### src/rtl/core/i2a_pkg.sv
package i2a_pkg;

  localparam int MAG_W      = 64;
  localparam int HALF_W     = 32;
  localparam int DIGIT_W    = 4;
  localparam int NUM_DIGITS = 20;
  localparam int DIG_BITS   = NUM_DIGITS * DIGIT_W;
  localparam int DD_W       = DIG_BITS + MAG_W;
  localparam int POS_W      = 5;
  localparam int CNT_W      = 5;
  localparam int CHAR_W     = 7;

  localparam logic [CHAR_W-1:0] CHAR_MINUS = 7'h2d;

  typedef struct packed {
    logic [MAG_W-1:0] value;
    logic             hex_radix;
    logic             is_signed;
    logic             wide;
  } i2a_in_t;

  typedef struct packed {
    logic [CHAR_W-1:0] character;
    logic              last_char;
  } i2a_out_t;

  typedef struct packed {
    logic load;
    logic conv;
    logic emit_sign;
    logic emit_digit;
    logic pos_dec;
  } i2a_cmd_t;

  typedef struct packed {
    logic conv_done;
    logic neg;
    logic digit_zero;
    logic pos_zero;
  } i2a_sts_t;

endpackage

### src/rtl/core/i2a_dp.sv
module i2a_dp (
  input  logic              clk,
  input  i2a_pkg::i2a_in_t  in_data,
  input  i2a_pkg::i2a_cmd_t cmd,
  output i2a_pkg::i2a_sts_t sts,
  output i2a_pkg::i2a_out_t out_data
);
  import i2a_pkg::*;

  localparam int STEP_BITS = 4;
  localparam logic [CNT_W-1:0] CONV_WIDE   = CNT_W'(MAG_W / STEP_BITS);
  localparam logic [CNT_W-1:0] CONV_NARROW = CNT_W'(HALF_W / STEP_BITS);
  localparam logic [POS_W-1:0] POS_DEC_WIDE   = POS_W'(NUM_DIGITS - 1);
  localparam logic [POS_W-1:0] POS_DEC_NARROW = POS_W'(NUM_DIGITS / 2 - 1);
  localparam logic [POS_W-1:0] POS_HEX_WIDE   = POS_W'(MAG_W / DIGIT_W - 1);
  localparam logic [POS_W-1:0] POS_HEX_NARROW = POS_W'(HALF_W / DIGIT_W - 1);
  localparam logic [CHAR_W-1:0] CHAR_ZERO   = 7'h30;
  localparam logic [CHAR_W-1:0] CHAR_A_BASE = 7'h57;

  logic [DIG_BITS-1:0] dig_r, dig_nxt;
  logic [MAG_W-1:0]    bin_r, bin_nxt;
  logic [CNT_W-1:0]    cnt_r, cnt_nxt;
  logic [POS_W-1:0]    pos_r, pos_nxt;
  logic                neg_r, neg_nxt;
  i2a_out_t            out_r, out_nxt;

  logic [MAG_W-1:0]    mag;
  logic                neg;
  logic [DD_W-1:0]     dd;
  logic [DIGIT_W-1:0]  cur_digit;

  // one double-dabble bit: add 3 to every digit of 5 or more, then shift
  function automatic logic [DD_W-1:0] dd_shift(input logic [DD_W-1:0] v);
    logic [DD_W-1:0] t;
    t = v;
    for (int i = 0; i < NUM_DIGITS; i++) begin
      if (t[MAG_W + DIGIT_W*i +: DIGIT_W] >= 4'd5) begin
        t[MAG_W + DIGIT_W*i +: DIGIT_W] = t[MAG_W + DIGIT_W*i +: DIGIT_W] + 4'd3;
      end
    end
    return {t[DD_W-2:0], 1'b0};
  endfunction

  function automatic logic [CHAR_W-1:0] digit_char(input logic [DIGIT_W-1:0] d);
    if (d < 4'd10) begin
      return CHAR_ZERO + {3'b000, d};
    end
    return CHAR_A_BASE + {3'b000, d};
  endfunction

  assign cur_digit = dig_r[{pos_r, 2'b00} +: DIGIT_W];

  always_comb begin
    neg = in_data.is_signed & (in_data.wide ? in_data.value[MAG_W-1]
                                            : in_data.value[HALF_W-1]);
    if (in_data.wide) begin
      mag = neg ? (64'd0 - in_data.value) : in_data.value;
    end else begin
      mag = {32'd0, neg ? (32'd0 - in_data.value[HALF_W-1:0]) : in_data.value[HALF_W-1:0]};
    end
  end

  always_comb begin
    dd = {dig_r, bin_r};
    for (int s = 0; s < STEP_BITS; s++) begin
      dd = dd_shift(dd);
    end
  end

  always_comb begin
    dig_nxt = dig_r;
    bin_nxt = bin_r;
    cnt_nxt = cnt_r;
    pos_nxt = pos_r;
    neg_nxt = neg_r;
    out_nxt = out_r;
    if (cmd.load) begin
      neg_nxt = neg;
      if (in_data.hex_radix) begin
        dig_nxt = {{(DIG_BITS-MAG_W){1'b0}}, mag};
        bin_nxt = '0;
        cnt_nxt = '0;
        pos_nxt = in_data.wide ? POS_HEX_WIDE : POS_HEX_NARROW;
      end else begin
        dig_nxt = '0;
        bin_nxt = in_data.wide ? mag : {mag[HALF_W-1:0], 32'd0};
        cnt_nxt = in_data.wide ? CONV_WIDE : CONV_NARROW;
        pos_nxt = in_data.wide ? POS_DEC_WIDE : POS_DEC_NARROW;
      end
    end
    if (cmd.conv) begin
      dig_nxt = dd[DD_W-1:MAG_W];
      bin_nxt = dd[MAG_W-1:0];
      cnt_nxt = cnt_r - 1'b1;
    end
    if (cmd.pos_dec) begin
      pos_nxt = pos_r - 1'b1;
    end
    if (cmd.emit_sign) begin
      out_nxt.character = CHAR_MINUS;
      out_nxt.last_char = 1'b0;
    end
    if (cmd.emit_digit) begin
      out_nxt.character = digit_char(cur_digit);
      out_nxt.last_char = (pos_r == '0);
    end
  end

  always_ff @(posedge clk) begin
    dig_r <= dig_nxt;
    bin_r <= bin_nxt;
    cnt_r <= cnt_nxt;
    pos_r <= pos_nxt;
    neg_r <= neg_nxt;
    out_r <= out_nxt;
  end

  assign sts.conv_done  = (cnt_r == '0);
  assign sts.neg        = neg_r;
  assign sts.digit_zero = (cur_digit == '0);
  assign sts.pos_zero   = (pos_r == '0);
  assign out_data       = out_r;

endmodule

### src/rtl/core/i2a_ctrl.sv
module i2a_ctrl (
  input  logic              clk,
  input  logic              rst_n,
  input  logic              in_valid,
  output logic              in_ready,
  output logic              out_valid,
  input  logic              out_ready,
  input  i2a_pkg::i2a_sts_t sts,
  output i2a_pkg::i2a_cmd_t cmd
);
  import i2a_pkg::*;

  typedef enum logic [1:0] {
    S_IDLE,
    S_CONV,
    S_SIGN,
    S_EMIT
  } state_t;

  state_t state_r, state_nxt;
  logic   started_r, started_nxt;
  logic   out_valid_r, out_valid_nxt;
  logic   out_free;

  assign out_free = !out_valid_r || out_ready;

  always_comb begin
    state_nxt     = state_r;
    started_nxt   = started_r;
    out_valid_nxt = out_valid_r && !out_ready;
    cmd           = '0;
    in_ready      = 1'b0;
    case (state_r)
      S_IDLE: begin
        in_ready = 1'b1;
        if (in_valid) begin
          cmd.load    = 1'b1;
          started_nxt = 1'b0;
          state_nxt   = S_CONV;
        end
      end
      S_CONV: begin
        if (sts.conv_done) begin
          state_nxt = sts.neg ? S_SIGN : S_EMIT;
        end else begin
          cmd.conv = 1'b1;
        end
      end
      S_SIGN: begin
        if (out_free) begin
          cmd.emit_sign = 1'b1;
          out_valid_nxt = 1'b1;
          state_nxt     = S_EMIT;
        end
      end
      S_EMIT: begin
        // leading zeros are skipped, a lone zero digit is kept
        if (!started_r && sts.digit_zero && !sts.pos_zero) begin
          cmd.pos_dec = 1'b1;
        end else if (out_free) begin
          cmd.emit_digit = 1'b1;
          out_valid_nxt  = 1'b1;
          started_nxt    = 1'b1;
          if (sts.pos_zero) begin
            state_nxt = S_IDLE;
          end else begin
            cmd.pos_dec = 1'b1;
          end
        end
      end
      default: begin
        state_nxt = S_IDLE;
      end
    endcase
  end

  always_ff @(posedge clk) begin
    if (!rst_n) begin
      state_r     <= S_IDLE;
      started_r   <= 1'b0;
      out_valid_r <= 1'b0;
    end else begin
      state_r     <= state_nxt;
      started_r   <= started_nxt;
      out_valid_r <= out_valid_nxt;
    end
  end

  assign out_valid = out_valid_r;

endmodule

### src/rtl/core/integer_to_ascii_digits.sv
// integer_to_ascii_digits: one integer in, its ASCII text out, one character per
// output transfer, most significant first.
// input channel in_valid/in_ready/in_data carries value, hex_radix, is_signed
// and wide; the result channel out_valid/out_ready/out_data carries character
// and last_char, set on the final character of each number.
// a request is taken only while the block is idle. decimal conversion runs a
// double-dabble unit that shifts four bits per cycle until its step counter,
// loaded from the operand width (64 or 32 bits), runs out; hex skips the
// shifting and only passes through the conversion state.
// emission then walks the digit positions one per cycle while the receiver
// keeps up (20 or 10 decimal, 16 or 8 hex), skipping leading zeros, after a
// minus sign for a negative signed value. each request runs to its last
// character before the next is taken: the next request can be accepted in
// the cycle after the last character enters the output register.
// the result sits in an output register: when the receiver stalls, the
// character is held and emission pauses, but the last character may still
// wait there while the next request is taken.
// synchronous active-low reset returns the controller to idle and drops
// out_valid; no other state survives between requests.
module integer_to_ascii_digits (
  input  logic             clk,
  input  logic             rst_n,
  input  logic             in_valid,
  output logic             in_ready,
  input  i2a_pkg::i2a_in_t in_data,
  output logic             out_valid,
  input  logic             out_ready,
  output i2a_pkg::i2a_out_t out_data
);
  import i2a_pkg::*;

  i2a_cmd_t cmd;
  i2a_sts_t sts;

  i2a_ctrl u_ctrl (
    .clk       (clk),
    .rst_n     (rst_n),
    .in_valid  (in_valid),
    .in_ready  (in_ready),
    .out_valid (out_valid),
    .out_ready (out_ready),
    .sts       (sts),
    .cmd       (cmd)
  );

  i2a_dp u_dp (
    .clk      (clk),
    .in_data  (in_data),
    .cmd      (cmd),
    .sts      (sts),
    .out_data (out_data)
  );

endmodule

### config.mk
export PLATFORM = sky130hd
export DESIGN_NAME = integer_to_ascii_digits
export DESIGN_NICKNAME = d
export VERILOG_FILES = /design/src/rtl/core/i2a_pkg.sv /design/src/rtl/core/i2a_dp.sv /design/src/rtl/core/i2a_ctrl.sv /design/src/rtl/core/integer_to_ascii_digits.sv
export SDC_FILE = /design/constraint.sdc
export NUM_CORES = 1
export LEC_CHECK = 0
export ABC_AREA = 1
export BUFFER_PORTS_ARGS = -buffer_cell sky130_fd_sc_hd__buf_4
export CAP_MARGIN = 25
export CORE_ASPECT_RATIO = 0.5
export CORE_UTILIZATION = 50
export CTS_BUF_LIST = sky130_fd_sc_hd__clkbuf_16
export DETAILED_ROUTE_END_ITERATION = 6
export PLACE_DENSITY = 0.67
export SYNTH_ARGS = -nofsm -noshare
export SYNTH_HDL_FRONTEND = slang
export SYNTH_SLANG_ARGS = --single-unit
export TNS_END_PERCENT = 100
### constraint.sdc
create_clock -name clk -period 5.45 [get_ports clk]
set_input_delay 0.545 -clock clk [delete_from_list [all_inputs] [get_ports clk]]
set_output_delay 0.545 -clock clk [all_outputs]
set_load 0.02 [all_outputs]
Word level (Yosys, flattened, before mapping)
Cells that the tools add are included. Widths: inputs -> output; s select.

Flip-flop bits (word level): 167. Bits of input ports: 71. Output and inout bits: 10.

Add/subtract/negate cells: 86. Magnitude comparators: 81. Equal/unequal tests: 9. Shifts and indexed selects: 1. Multiplexer cells: 133. Bitwise gates (word level): 1. Reductions and logical operators: 18.

Operators with widths (number): $mux 64 (7); $ge 4x3->1 const B (80); $mux 4 (77); $add 4x2->4 const B (76); $mux 80 (2); $shiftx 80x8->4 (1); $sub 1x64->64 const A (1); $mux 5 (8); $mux 32 (1); $sub 1x32->32 const A (1); $mux 1 (19); $mux 2 (8); $mux 8 (2); $mux 7 (2); $add 3x2->3 const B (4); $mux 3 (4); $logic_not 5->1 (2); $sub 5x1->5 const B (2); $pmux 2 s4 (1); $reduce_bool 2->1 (4); $add 6x4->7 const A (1); $add 7x4->7 const A (1); $ne 2x1->1 const B (3); $ne 2x2->1 const B (3); 12 further kinds (19).

Longest topological paths before layout
Gate-level depths: netlist of the first run.

Word-level depth: 9. Gate-level depth with buffers: 28. Mapped depth without buffers: 28.

By module
Synthesis of the first run repeated with hierarchy kept, for this count alone.

Cells, all modules: 2864. Area total of the unflattened synthesis: 18149.9 um^2.

By module, submodules not included: i2a_dp (times used 1, cells each 2804, area each 17798.3 um^2, sequential area each 4854.7 um^2); i2a_ctrl (times used 1, cells each 60, area each 351.6 um^2, sequential area each 80.1 um^2).

Worst setup path before layout of the first run
No wires, ideal clock.

Path type: reg2reg. From: register u_dp.cnt_r[0]. To: register u_dp.bin_r[10], enable pin. Library setup time: 0.500 ns. Data arrival time: 4.202 ns. Setup slack: 0.748 ns. Stages on the path, launching flop included: 9. Buffers on the path: 2. Period minus slack after synthesis: 4.702 ns. Cells stage by stage: edfxtp_1 inv_1 ha_1 nand3_1 and2_1 clkbuf_1 clkbuf_1 nor2_1 inv_1.

Cells in the longest elaborated chain, start to end: 4.

Ends and longest elaborated chain: start: declaration (RTL line i2a_dp.sv:22) `logic [CNT_W-1:0] cnt_r, cnt_nxt;`; start signal: assignment (RTL line i2a_dp.sv:112) `cnt_r <= cnt_nxt;`; $logic_not 5->1 (RTL line i2a_dp.sv:118) `assign sts.conv_done = (cnt_r == '0);`; $mux 1 (RTL line i2a_ctrl.sv:43) `if (sts.conv_done) begin`; $mux 1 (RTL line i2a_ctrl.sv:33) `case (state_r)`; $reduce_bool 2->1 (no source line); end signal: assignment (RTL line i2a_dp.sv:111) `bin_r <= bin_nxt;`; end: declaration (RTL line i2a_dp.sv:21) `logic [MAG_W-1:0] bin_r, bin_nxt;`.

Every way passes these cells. A chain may end at the register's enable or synchronous reset.

Worst setup path in the final report of the first run
From: register u_dp.dig_r[76]. To: register u_dp.dig_r[78], data pin.

Cells in the longest elaborated chain, start to end: 9. Elaborated cells between the ends (all ways): 13.

Ends and longest elaborated chain: start: declaration (RTL line i2a_dp.sv:20) `logic [DIG_BITS-1:0] dig_r, dig_nxt;`; start signal: assignment (RTL line i2a_dp.sv:110) `dig_r <= dig_nxt;`; $ge 4x3->1 / $add 3x2->3 (equally long branches) (RTL line i2a_dp.sv:37, i2a_dp.sv:38); $mux 3 (*) (RTL line i2a_dp.sv:37) `if (t[MAG_W + DIGIT_W*i +: DIGIT_W] >= 4'd5) begin`; $ge 4x3->1 / $add 3x2->3 (equally long branches) (RTL line i2a_dp.sv:37, i2a_dp.sv:38); $mux 3 (*) (RTL line i2a_dp.sv:37); $ge 4x3->1 / $add 3x2->3 (equally long branches) (RTL line i2a_dp.sv:37, i2a_dp.sv:38); $mux 3 (*) (RTL line i2a_dp.sv:37); $ge 4x3->1 / $add 3x2->3 (equally long branches) (RTL line i2a_dp.sv:37, i2a_dp.sv:38); $mux 3 (*) (RTL line i2a_dp.sv:37); $mux 80 (*) (RTL line i2a_dp.sv:91) `if (cmd.conv) begin`.

Every way passes the cells marked *; elsewhere a longest branch is shown, timed or not.

==> impl_metrics.toml, run 1 <==
[global_route]
antenna_found_initial = 1
overflow = 0
grt_pass1_wl_mm = 82.8
grt_max_degree = 101
grt_pass1_vias = 15911
grtUsageTotal_pct = 28.5

[yosys]
synth-compound-area-share_pct = 13.3
yosysWarnings = 0
syn_area_mm2 = 0.0182
ys.flop_type = "edfxtp_1"
synth_nets = 2940
synth_top_family_by_area = "simple AND/OR/NAND/NOR gates"
synth-async-reset-ratio_pct = 0
muxShareOfSynthArea_pct = 0.0551
ys_top_cells_by_count = "nand2_1, inv_1, nand3_1, o21ai_0, edfxtp_1"
synth-simple-area-share_pct = 40.3
ys_ff_latch = 167
synth_edf_count = 159
syn_area_per_cell_um2 = 6.56
ys_seq_area_share_pct = 27.2
netlist_instances = 2771
yosysMostFrequentCell = "nand2_1"
yosys-top-cells-area = "edfxtp_1, nand2_1, inv_1"
yosysTopAreaCellShare_pct = 26.3
netlist.top_cell.by_area = "edfxtp_1"
synth_cell_types = 54
yosys.area_share.adder_pct = 6.75
synth-xor-area-share_pct = 2.31

[floorplan]
num_rows = 48
initial_core_util_pct = 51.7
boundaryPins = 81
die_w_um = 272
dieArea_mm2 = 0.0371
core_area_mm2 = 0.0351
die_h_um = 137

[clocking]
path_clk_slew_ps = 80
ctsRootBufferMaster = "clkbuf_16"
insertion_delay_ps = 460
cts.repair.resized = 0
cts_buffer_depth = 2
cts_inserted_buffers = 17
post-cts-setup-buffer-count = 0
cts_tree = "yes"
holdBufCountCts = 0
clock_sinks = 167
cts_max_level = 4

[placed_design]
port_buffers = 80
hpwl_mm = 41.2
place_congestion = 0.939

[worst_setup_path]
worstReg2RegStart = "u_dp.dig_r[76]"
path_max_fanout = 4
cp-endpoint = "u_dp.dig_r[78]"
crit_type = "reg -> reg"
r2r-end = "u_dp.dig_r[78]"
worstSetupStartpointType = "flip-flop"
critPathRequiredTime_ps = 5720
r2r_slack_ps = 1570
end_kind = "flip-flop"
rr_worst_depth = 22
critPathArrivalTime_ps = 4150
crit_start = "u_dp.dig_r[76]"

[cells_and_area]
num-nets-final = 2995
fin_util_pct = 56.4
area_growth_pct = 9.15
drive_gt1_share_pct = 13.1

[detailed_routing]
routedWlPerCell_um = 15.9
drt_wl_total_mm = 52.6
ant_nets = 0
drt_iter0_drc = 1778
viasPerCell = 5.48
drt_pre_antenna_iters = 6
vias = 18173
drcViolationCount = 0

[timing]
tns_ps = 0
skew_ps = 14.5
fin_crit_ps = 3880
tightest_slew_ps = 1080
finalMaxSlewViolations = 0
fmax_ghz = 0.258
maxSlewHeadroom_pct = 28.0
setup_viol = 0
rsz0062_at_grt = "no"
hold_slack_ps = 308
post-route-period-util_pct = 71.1
finalHoldViolCount = 0

[job]
drv_cap = 0

[run_status]
outcome = "finished clean"

[min_path]
hold_path_class = "in -> reg"
layout by cell type (no fill, tap or decap), types with 35 or more instances in the layout:
master      n
nor2_1    125
nand2_2   107
o21ai_0   160
nand3_2    52
o21ai_1    35
buf_4      89
inv_1     406
nand3_1   229
a21oi_1    99
nand4_1   113
xor2_1     38
ha_1       98
edfxtp_1  159
nand2_1   862
registers in the layout (all words and copies together), names as in the netlist:
signal and count:
u_dp.pos_r 5, u_ctrl.started_r 1, u_dp.cnt_r 5, u_ctrl.state_r 2
u_dp.bin_r 64, u_dp.dig_r 80, u_dp.neg_r 1, u_ctrl.out_valid 1
u_dp.out_data 8
logic make-up (layout without fill, tap and decap cells):
group,count (synthesis),count (layout)
DFF,167,167
buffers and inverters,482,550
and+or+nand+nor,1564,1564
AOI/OAI and AO/OA,411,411
adders and majority gates,98,98
muxes,1,1
xor gates and xnor gates,47,47
other,1,2
final cells by class:
class                           count  area [um^2]
Clock buffer                       17          425
Inverter                          428         1610
Timing Repair Buffer               90          696
Multi-Input combinational cell   2122        11400
Fill cell                        3423        15300
Antenna cell                        1         2.50
Sequential cell                   167         4930
Clock inverter                     15          160
Tap cell                          475          594
per-stage QoR:
step	worst slack (ps)	cells	instance area, um^2
floorplan	748	2771	18200
global placement	1700	3281	19200
detailed placement	1620	3282	19200
CTS	1620	3314	19800
global route	1110	3314	19800
finish	1570	3315	19800
worst min-delay path by stage:
stage	cells past startpoint	startpoint	endpoint
finish	3	in_data[3]	u_dp.bin_r[0]
global route	3	in_data[3]	u_dp.bin_r[0]
CTS	3	rst_n	u_ctrl.out_valid
detailed placement	2	u_ctrl.started_r	u_ctrl.started_r
global placement	2	u_ctrl.started_r	u_ctrl.started_r
floorplan	2	u_ctrl.started_r	u_ctrl.started_r
worst max-delay path, cell delays in order (launching register included):
cell      delay [ps]
edfxtp_1         420
inv_1            110
ha_1             170
inv_1             40
nand2_1           70
nand3_1          140
xor2_1           280
ha_1             240
inv_1             40
o21ai_0          150
nand2_1          120
xor2_1           240
ha_1             210
inv_1             50
o21ai_0          150
nand2_1          120
xor2_1           270
ha_1             240
inv_1             40
o21ai_0          140
nand2_1          110
or2_1            220
a21oi_1          110
per-layer routing:
layer	track usage [%]	vias to the layer above	wire length (um)
met2	42.6	581	21700
met1	40.5	8227	24800
met4	7.62	2	1080
li1	-	9295	-
met5	0	-	13
met3	7.53	68	4950
Power of run 1 is left out: the tool's default activity adds up to more than one toggle a clock period on the data nets, which glitch-free logic cannot reach.
==> inputs of run 2 (changes only) <==
--- a/config.mk
+++ b/config.mk
@@ -12,7 +12,7 @@
 export CORE_UTILIZATION = 50
 export CTS_BUF_LIST = sky130_fd_sc_hd__clkbuf_16
 export DETAILED_ROUTE_END_ITERATION = 6
-export PLACE_DENSITY = 0.67
+export PLACE_DENSITY = 0.69
 export SYNTH_ARGS = -nofsm -noshare
 export SYNTH_HDL_FRONTEND = slang
 export SYNTH_SLANG_ARGS = --single-unit
==> constraint.sdc (replaced) <==
create_clock -name clk -period 3.2 [get_ports clk]
set_input_delay 0.32 -clock clk [delete_from_list [all_inputs] [get_ports clk]]
set_output_delay 0.32 -clock clk [all_outputs]
set_load 0.02 [all_outputs]
==> run 2 against run 1 <==
  * Die area unchanged
  * Critical path depth stayed put
  * Critical endpoint unchanged
  * Largest cell class unchanged
  * The run now ends with negative setup slack left
  * Worst hold slack worse by 230 ps
==> impl_metrics.toml, run 2 (synthesized netlist as in run 1, its figures left out) <==
[run_status]
outcome = "finished with violations"
violations = "negative setup slack"

[cells_and_area]
final_cell_mix = "nand2_1, inv_1, buf_4, nand3_1, nand2_2"
area_growth_pct = 23.8
top_register = "u_dp.dig_r"
largest_register_ffs = 80
antennaDiodeCount = 0
num-fill-cells = 3168
drive_gt1_share_pct = 26.4
multi_input_area_mm2 = 0.0126
final_common_cell = "nand2_1"
num-nets-final = 3173
seqCellArea_mm2 = 0.00493

[floorplan]
core_area_mm2 = 0.0351
initial_core_util_pct = 51.7
dieArea_mm2 = 0.0371
num_rows = 48
boundaryPins = 81
die_h_um = 137
die_w_um = 272

[detailed_routing]
viasPerCell = 5.51
drt_wl_total_mm = 54.6
routedWlPerCell_um = 15.6
drt_iter0_drc = 1780
vias = 19250
drcViolationCount = 0
drt_pre_antenna_iters = 7
ant_nets = 0

[worst_setup_path]
worstSetupStartpointType = "flip-flop"
critPathArrivalTime_ps = 3790
crit_type = "reg -> reg"
path_max_fanout = 3
end_kind = "flip-flop"
critPathRequiredTime_ps = 3510
crit_start = "u_dp.dig_r[76]"
worstReg2RegStart = "u_dp.dig_r[76]"

[global_route]
grt_pass1_vias = 16563
grt_pass1_wl_mm = 81.6
grtUsageTotal_pct = 27.7
antenna_found_initial = 0
overflow = 0
grt_max_degree = 91

[timing]
setup_viol = 3
post-route-period-util_pct = 109
setup_ws_ps = -279
finalMaxSlewViolations = 0
fmax_ghz = 0.287
rsz0062_at_grt = "yes"
fin_crit_ps = 3480
skew_ps = 10.1
tightest_slew_ps = 980
hold_slack_ps = 75.0
maxSlewHeadroom_pct = 34.7
finalHoldViolCount = 0

[clocking]
cts_max_level = 4
holdBufCountCts = 0
insertion_delay_ps = 460
clock_sinks = 167
cts_inserted_buffers = 17
cts_tree = "yes"
path_clk_slew_ps = 80
ctsRootBufferMaster = "clkbuf_16"
cts_buffer_depth = 2

[placed_design]
hpwl_mm = 40.4
port_buffers = 80
place_congestion = 0.988

[min_path]
hold_path_class = "in -> reg"
hold_start = "rst_n"

[job]
drv_cap = 0
[run 2: cell types whose count changed in the layout (fill, tap and decap cells not counted), moves of 9 or more]
cell     change
buf_4      +161
nand2_2     +67
nand3_1     -40
nand3_4     +27
o21ai_0      -9
inv_1       -60
inv_2       +58
ha_1        -28
nand2_4     +28
buf_6       +11
ha_4        +19
ha_2         +9
nand2_1     -95
nand3_2     +13
[run 2: routing by layer]
metal	wire [um]	share of wire [%]	track usage [%]
met5	0	0	0
met4	1090	2.0	7.68
met3	4590	8.4	7.12
met2	24700	45	43.3
met1	24300	44	37.8
[run 2: worst max-delay path, stage by stage, from the launching register on]
cell	delay (ps)
edfxtp_1	470
inv_2	110
ha_4	130
inv_2	30
nand2_2	70
nand3_4	80
xor2_2	210
ha_2	220
inv_2	40
o21ai_2	120
nand2_2	90
xor2_2	230
ha_2	230
inv_2	40
o21ai_2	120
nand2_2	120
xor2_4	200
ha_4	160
inv_2	30
o21ai_2	130
nand2_2	80
or2_1	270
a21oi_2	150
[run 2: cell type report]
type	instances	area share, %
multi-input cells	2122	56.1
repair buffers	268	9.52
well taps	475	2.64
clock inverters	15	0.712
flip-flops and latches	167	21.9
clock buffers	17	1.89
inverters	428	7.17
[run 2: through the flow]
step           setup TNS [ps]  worst slack, ps  utilization [%]  cell area, um^2  cells
4_1_cts                  -401             -206             58.7            20600   3397
6_report                 -631             -279             64.0            22500   3492
2_1_floorplan          -81120             -550                -            18200   2771
3_5_place_dp            -1010             -284             56.6            19900   3352
5_1_grt                 -2930             -471             64.0            22500   3492
3_3_place_gp             -345             -180             56.6            19900   3352
[run 2: what timing repair did]
action	4_1_cts	5_1_grt
setup buffers	13	95
pin swaps	13	129
resized for setup	18	315
endpoints found under the setup margin	14	75
cloned	0	0
[run 2: final timing paths]
kind	endpoint	slack (ps)	cells past startpoint
worst max-delay path	u_dp.dig_r[78]	-280	22
worst min register to register	u_ctrl.started_r	460	2
worst max register to register	u_dp.dig_r[78]	-280	22
worst min-delay path	u_ctrl.out_valid	70	3
Power of run 2 is left out for the same reason.
==> inputs of run 3 (changes only) <==
--- a/config.mk
+++ b/config.mk
@@ -9,10 +9,11 @@
 export BUFFER_PORTS_ARGS = -buffer_cell sky130_fd_sc_hd__buf_4
 export CAP_MARGIN = 25
 export CORE_ASPECT_RATIO = 0.5
-export CORE_UTILIZATION = 50
+export CORE_UTILIZATION = 58
 export CTS_BUF_LIST = sky130_fd_sc_hd__clkbuf_16
 export DETAILED_ROUTE_END_ITERATION = 6
-export PLACE_DENSITY = 0.69
+export MAX_ROUTING_LAYER = met4
+export PLACE_DENSITY = 0.79
 export SYNTH_ARGS = -nofsm -noshare
 export SYNTH_HDL_FRONTEND = slang
 export SYNTH_SLANG_ARGS = --single-unit
==> run 3 against run 2 <==
  * The flow still finishes with violations (negative setup slack)
  * Flip-flop and latch count is the same
  * Final area fell by 2.1%
  * Critical path depth shrank 1
  * Global-route usage rose by 4.7 points
  * Worst setup slack got worse by 160 ps
  * Clock skew grew 1.2 ps
  * Non-clock buffer count fell by 20
  * Via count increased by 0.82%
  * Routed wire length is essentially flat
  * Largest cell class unchanged
==> impl_metrics.toml, run 3 (synthesized netlist as in run 1, its figures left out) <==
[run_status]
outcome = "finished with violations"
violations = "negative setup slack"

[timing]
finalMaxSlewViolations = 0
fin_crit_ps = 3640
maxSlewHeadroom_pct = 34.3
setup_ws_ps = -439
finalHoldViolCount = 0
post-route-period-util_pct = 114
fmax_ghz = 0.275
skew_ps = 11.2
rsz0062_at_grt = "yes"
setup_viol = 6
tightest_slew_ps = 975

[detailed_routing]
drt_iter0_drc = 2255
viasPerCell = 5.67
routedWlPerCell_um = 16.0
vias = 19408
drt_wl_total_mm = 54.6
drt_pre_antenna_iters = 6
ant_nets = 0
drcViolationCount = 0

[worst_setup_path]
critPathRequiredTime_ps = 3510
rr_worst_depth = 21
slowest_stage = "edfxtp_1"
cp_num_buf_inv = 4
crit_family = "adder cells"
path_max_fanout = 4
r2r_slack_ps = -440
cp.depth = 21
crit_type = "reg -> reg"
path_cells = "inv_2 -> ha_1 -> nand2_2 -> nand3_4 -> xor2_4 -> ha_4 -> inv_2 -> o21ai_1 -> nand2_1 -> xor2_2 -> ha_2 -> inv_2 -> o21ai_2 -> nand2_2 -> xor2_2 -> ha_2 -> inv_2 -> o21ai_2 -> nand2_2 -> or2_1 -> a21oi_1"
end_kind = "flip-flop"
worst_path_most_repeated_cell = "inv_2"
critPathArrivalTime_ps = 3950
cpPeakStageDelay_ps = 430
worstReg2RegStart = "u_dp.dig_r[77]"
r2r-end = "u_dp.dig_r[78]"
worstSetupStartpointType = "flip-flop"

[global_route]
antenna_found_initial = 1
grt_pass1_wl_mm = 80.8
grt_pass1_vias = 16639
grtUsageTotal_pct = 32.5
overflow = 0
grt_max_degree = 97

[floorplan]
die_h_um = 127
die_w_um = 252
num_rows = 45
boundaryPins = 81
dieArea_mm2 = 0.0321
core_area_mm2 = 0.0306
initial_core_util_pct = 59.4

[placed_design]
place_congestion = 0.996
dpl_cell_area_mm2 = 0.0196
port_buffers = 80
hpwl_mm = 38.9

[clocking]
cts_tree = "yes"
cts_buffer_depth = 2
clock_sinks = 167
insertion_delay_ps = 460
cts_max_level = 4
holdBufCountCts = 0
cts_inserted_buffers = 17
ctsRootBufferMaster = "clkbuf_16"
path_clk_slew_ps = 70

[min_path]
hold_path_class = "in -> reg"
min_path_cells = 3
hold_start = "rst_n"
worstHoldEndpoint = "u_ctrl.out_valid"

[cells_and_area]
num-nets-final = 3153
seqCellArea_mm2 = 0.00493
area_growth_pct = 21.2
fin_util_pct = 72.0
largest_register_ffs = 80
final_cell_mix = "nand2_1, inv_1, buf_4, nand3_1, nand2_2"
final_common_cell = "nand2_1"
top_register = "u_dp.dig_r"
drive_gt1_share_pct = 25.3
fin_area_mm2 = 0.0220
num-fill-cells = 2449
multi_input_area_mm2 = 0.0124

[job]
drv_cap = 0
==> run 3: metal layers <==
layer	vias to the layer above	part of all wire, %	track usage (%)
met5	-	0	-
met4	0	2.2	8.45
met3	111	9.8	8.01
met2	785	46	50.9
met1	8893	42	41.9
li1	9619	-	-
==> run 3: what timing repair did <==
| item | in CTS | in global routing |
|---|---|---|
| setup endpoints to repair | 15 | 87 |
| pin swaps | 12 | 93 |
| setup buffers | 22 | 91 |
| resized for setup | 20 | 274 |
==> run 3: cell type report <==
class	count	area share [%]
repair buffers	248	8.80
well taps	423	2.40
clock buffers	17	1.93
flip-flops and latches	167	22.4
multi-input cells	2122	56.5
clock inverters	15	0.591
inverters	428	7.35
diodes	2	0.0227
==> run 3: worst min-delay path: stages <==
cell and delay (ps):
buf_4 100, nand2_1 50, inv_1 40
==> run 3: worst max path at each step <==
stage	from	endpoint	slack, ps
global route	u_dp.dig_r[77]	u_dp.dig_r[78]	-660
floorplan	u_dp.cnt_r[0]	u_dp.bin_r[10]	-550
CTS	u_dp.dig_r[76]	u_dp.dig_r[78]	-190
finish	u_dp.dig_r[77]	u_dp.dig_r[78]	-440
global placement	u_dp.dig_r[76]	u_dp.dig_r[78]	-150
detailed placement	u_dp.dig_r[77]	u_dp.dig_r[78]	-290
==> run 3: through the flow <==
step / worst slack [ps] / instances / TNS (ps) / hold WS [ps]
3_5_place_dp: -289 / 3276 / -1360 / 443
3_3_place_gp: -148 / 3276 / -253 / 448
4_1_cts: -193 / 3330 / -516 / 72.5
2_1_floorplan: -550 / 2771 / -81120 / 418
5_1_grt: -659 / 3422 / -4530 / 94.9
6_report: -439 / 3422 / -1090 / 81.3
Power of run 3 is left out for the same reason.
